==> config.mk <==
export PLATFORM = sky130hd
export DESIGN_NAME = vwpe_ram
export DESIGN_NICKNAME = d
export VERILOG_FILES = /design/src/rtl/bitmode_vram_write_protect_engine_assert.svh /design/src/rtl/vwpe_ram.sv
export SDC_FILE = /design/constraint.sdc
export NUM_CORES = 2
export LEC_CHECK = 0
export BUFFER_PORTS_ARGS = -buffer_cell sky130_fd_sc_hd__buf_2
export CAP_MARGIN = 20
export CORE_MARGIN = 1
export CORE_UTILIZATION = 54
export CTS_BUF_LIST = sky130_fd_sc_hd__clkbuf_8 sky130_fd_sc_hd__clkbuf_16
export DETAILED_ROUTE_END_ITERATION = 12
export GPL_ROUTABILITY_DRIVEN = 0
export PLACE_DENSITY = 0.69
export SLEW_MARGIN = 5
export SYNTH_ARGS = -nofsm -noshare
export SYNTH_HDL_FRONTEND = slang
export SYNTH_SLANG_ARGS = --single-unit
==> constraint.sdc <==
create_clock -name clk -period 2.41 [get_ports clk]
set_input_delay 0.1205 -clock clk [delete_from_list [all_inputs] [get_ports clk]]
set_output_delay 0.1205 -clock clk [all_outputs]
set_load 0.03 [all_outputs]
==> src/rtl/bitmode_vram_write_protect_engine_assert.svh <==
// ----------------------------------------------------------------------------
// Assertion macros
// Concurrent assertion wrappers used by the engine RTL; empty under SYNTHESIS.
// ----------------------------------------------------------------------------
`ifndef BITMODE_VRAM_WRITE_PROTECT_ENGINE_ASSERT_SVH
`define BITMODE_VRAM_WRITE_PROTECT_ENGINE_ASSERT_SVH

`ifndef SYNTHESIS
// checked while out of reset
`define VWPE_ASSERT(lbl, clk, rst_n, prop) \
  lbl: assert property (@(posedge clk) disable iff (!rst_n) (prop)) \
    else $error("vwpe assertion failed");
// checked on every edge, reset included
`define VWPE_ASSERT_ALWAYS(lbl, clk, prop) \
  lbl: assert property (@(posedge clk) (prop)) \
    else $error("vwpe assertion failed");
`else
`define VWPE_ASSERT(lbl, clk, rst_n, prop)
`define VWPE_ASSERT_ALWAYS(lbl, clk, prop)
`endif

`endif

==> src/rtl/vwpe_ram.sv <==
// ----------------------------------------------------------------------------
// vwpe_ram
// Generic single-write, single-read RAM with registered read data.
// ----------------------------------------------------------------------------
module vwpe_ram #(
  parameter int WIDTH = 8,
  parameter int DEPTH = 256
) (
  input  logic                     clk,
  input  logic                     we,
  input  logic [$clog2(DEPTH)-1:0] waddr,
  input  logic [WIDTH-1:0]         wdata,
  input  logic                     re,
  input  logic [$clog2(DEPTH)-1:0] raddr,
  output logic [WIDTH-1:0]         rdata
);

  logic [WIDTH-1:0] mem [DEPTH];

  // read returns old data on a same-address write
  always_ff @(posedge clk) begin
    if (we) begin
      mem[waddr] <= wdata;
    end
    if (re) begin
      rdata <= mem[raddr];
    end
  end

endmodule
==> out/metrics.cfg <==
[global_route]
grt_use_met2_pct = 42.4
grt.overflow.total = 0
grt.total_usage_pct = 26.9
grtUsageMet1_pct = 38.2
grt_use_met3_pct = 5.52
grt_pass1_wl_um = 287000
grt_start_max_net_pins = 104
grt_pass1_vias = 41300
antenna_found_initial = 11
top_usage_layer = met2

[logic_synthesis]
netlist_area_sq_um = 79600
synth.top_cell.area_share_pct = 77.5
netlist-cell-type-count = 54
yosysSeqAreaShare_pct = 77.5
yosys_most_used_dff = edfxtp_1
synthTopCellsByArea = edfxtp_1, mux4_2, mux2i_1
syn_nets = 3760
synth_edf_count = 2056
ys_seq_elements = 2056
async_reset_ff_share_pct = 0
avgSynthCellArea_sq_um = 21.3
ys_top_cells_by_count = edfxtp_1, mux4_2, nor2_1
yosys_warnings = 0
synth_cells = 3733
synth_area_leader_cell = edfxtp_1
yosys.cell_count.top_type = edfxtp_1

[die]
ios = 35
fp-row-count = 140
die_w_um = 386
dieArea_sq_um = 149000
coreArea_sq_um = 146000
start_util_pct = 54.5
die_y_um = 386

[placed_design]
portBuffers = 34
hpwl_um = 129000

[timing]
setup_tns_ns = -0.0510
final.period_utilization_pct = 102
rsz0062_at_grt = yes
skew_ns = 0.0420
drv_slew = 0
max_slew_margin_pct = 51.1
worst_pin_slew_ns = 0.715
setup_viol = 1
min_period_ns = 2.46
hold_viol = 0
final.setup.worst_slack_ns = -0.0510
fmax_ghz = 0.406
holdWs_ns = 0.0726

[critical_path]
cp.required_ns = 2.98
cp-start-kind = register
crit_path_top_delay_cell = mux4_2
end_kind = register
cp.arrival_ns = 3.03
crit_type = reg2reg
path_common_cell = mux4_2
cp_slowest_stage_delay_ns = 0.52
worst-path-max-fanout = 1
r2r_slack_ns = -0.05
crit_chain = mux4_2 > mux4_2 > nor2b_1 > nor4_4 > buf_4 > nor4_2

[power]
switching_share_pct = 21.2
power_frac_clock_pct = 40.8
p_comb_share_pct = 5.7
vdd_ir_drop_max_uv = 691
internal-power_w = 0.0581
p_leak_nw = 30.6
seqPwrFrac_pct = 53.5
switchingPower_w = 0.0157
power.density_nw_per_um2 = 787

[run_status]
status = finished with violations
violations = setup timing

[finish]
area_growth_pct = 17.7
fin_nets = 4443
final_layout_size_suffix_gt1_share_pct = 32.5
postLayoutCoreUtil_pct = 64.2

[clock_network]
numClockSinks = 2056
htree_num_levels = 4
clock_latency_ns = 0.83
post-cts-setup-buffer-count = 0
cts_buffers = 198
clk_pin_slew_worst_paths_ns = 0.06
cts_tree = done
cts-root-buf = clkbuf_16
clk_path_buf_depth = 3

[detailed_routing]
routed_via_density = 6.35
drc = 0
first_pass_iters = 6
drt_iter0_drc = 4971
post_drt_wl_per_cell_um = 30.3
wirelength_um = 197000
detail-route-antenna-nets = 0
vias = 41300

[worst_hold_path]
worstHoldPathType = in2reg

[run]
drv_cap = 0

==> power groups by stage <==
stage,registers (W),clock network (W),logic [W]
3_3_place_gp,0.0402,0,0.00404
3_5_place_dp,0.0402,0,0.00409
4_1_cts,0.0395,0.0304,0.00418
5_1_grt,0.0395,0.0317,0.00441
2_1_floorplan,0.0403,0,0.00192
6_report,0.0395,0.0301,0.00421
==> through the flow <==
| step | instances | worst slack, ns | area, sq um | power, W |
|---|---|---|---|---|
| 6_report | 6505 | -0.0510 | 93800 | 0.0738 |
| 5_1_grt | 6500 | -0.0774 | 93700 | 0.0756 |
| 4_1_cts | 6498 | -0.0775 | 93600 | 0.0741 |
| 3_5_place_dp | 6121 | -1.06 | 87000 | 0.0443 |
| 3_3_place_gp | 6120 | -1.37 | 87000 | 0.0443 |
| 2_1_floorplan | 3733 | 0.213 | 79600 | 0.0422 |
==> state kept, by name, indices dropped and copies added (netlist names) <==
register	cells
mem	2048
rdata	8
==> layer usage <==
metal  up-vias  part of all wire [%]  routed length, um
li1      17100                     -                  -
met1     21700                    39              76400
met2      2200                    49              95800
met3       345                   9.8              19300
met4        10                   2.8               5610
met5         -                 0.029                 58
==> cell type report <==
type                    count  area (sq um)
clock inverters           163          1280
multi-input cells        1442         16800
fillers                  9581         52300
diodes                      7          17.5
clock buffers             202          5050
flip-flops and latches   2056         61700
repair buffers            716          6460
inverters                   2          7.51
well taps                1917          2400
==> logic make-up (layout without fill, tap and decap cells) <==
| group | count (synthesis) | after routing | synth area share, % |
|---|---|---|---|
| muxes | 591 | 591 | 14.6 |
| DFF | 2056 | 2056 | 77.5 |
| buffers and inverters | 235 | 1083 | 1.83 |
| and+or+nand+nor | 466 | 466 | 2.63 |
| AOI/OAI and AO/OA | 385 | 385 | 3.42 |
| other | 0 | 7 | 0 |
==> placed cells by master, fill, tap and decap left out, types with 8 or more instances in the layout <==
cell and count:
o21ai_0 10, nor2b_1 25, edfxtp_1 2056, nor4_1 9, buf_12 83, clkinv_1 47, nor4_2 13, inv_1 48
a211oi_1 13, nand4_1 10, a221oi_1 10, nor2_1 276, buf_2 22, a22o_1 8, nand2_1 33, mux2i_1 134
nand2b_1 8, o22ai_1 28, clkinv_2 37, o221ai_1 46, clkbuf_16 202, nor3_1 15, nand3_1 34, buf_4 589
a22oi_1 133, a21oi_1 96, dlygate4sd3_1 12, bufinv_16 17, o211ai_1 10, mux4_2 455
==> repair_timing <==
action | in CTS | in global routing
setup endpoints to repair | 8 | 8
endpoints found under the hold margin | 767 | 0
pin swaps | 8 | 13
gates resized for setup | 34 | 21
hold buffers | 12 | 0
==> worst paths after layout <==
path / cells after the start / startpoint / to
worst min-delay path: 4 / waddr[0] / mem[167][7]$_DFFE_PP_
worst min register to register: 7 / mem[61][2]$_DFFE_PP_ / rdata[2]$_DFFE_PP_
worst max-delay path: 6 / mem[71][2]$_DFFE_PP_ / rdata[2]$_DFFE_PP_
worst max register to register: 6 / mem[71][2]$_DFFE_PP_ / rdata[2]$_DFFE_PP_
==> worst max-delay path: cells and delay by family, from the launching register on <==
kind                   cells  cell delay, ns
buffers and inverters      1            0.20
multiplexers               2            1.02
AND/OR/NAND/NOR            3            0.62
flip-flops                 1            0.38
Power figures use the tool's default switching activity.
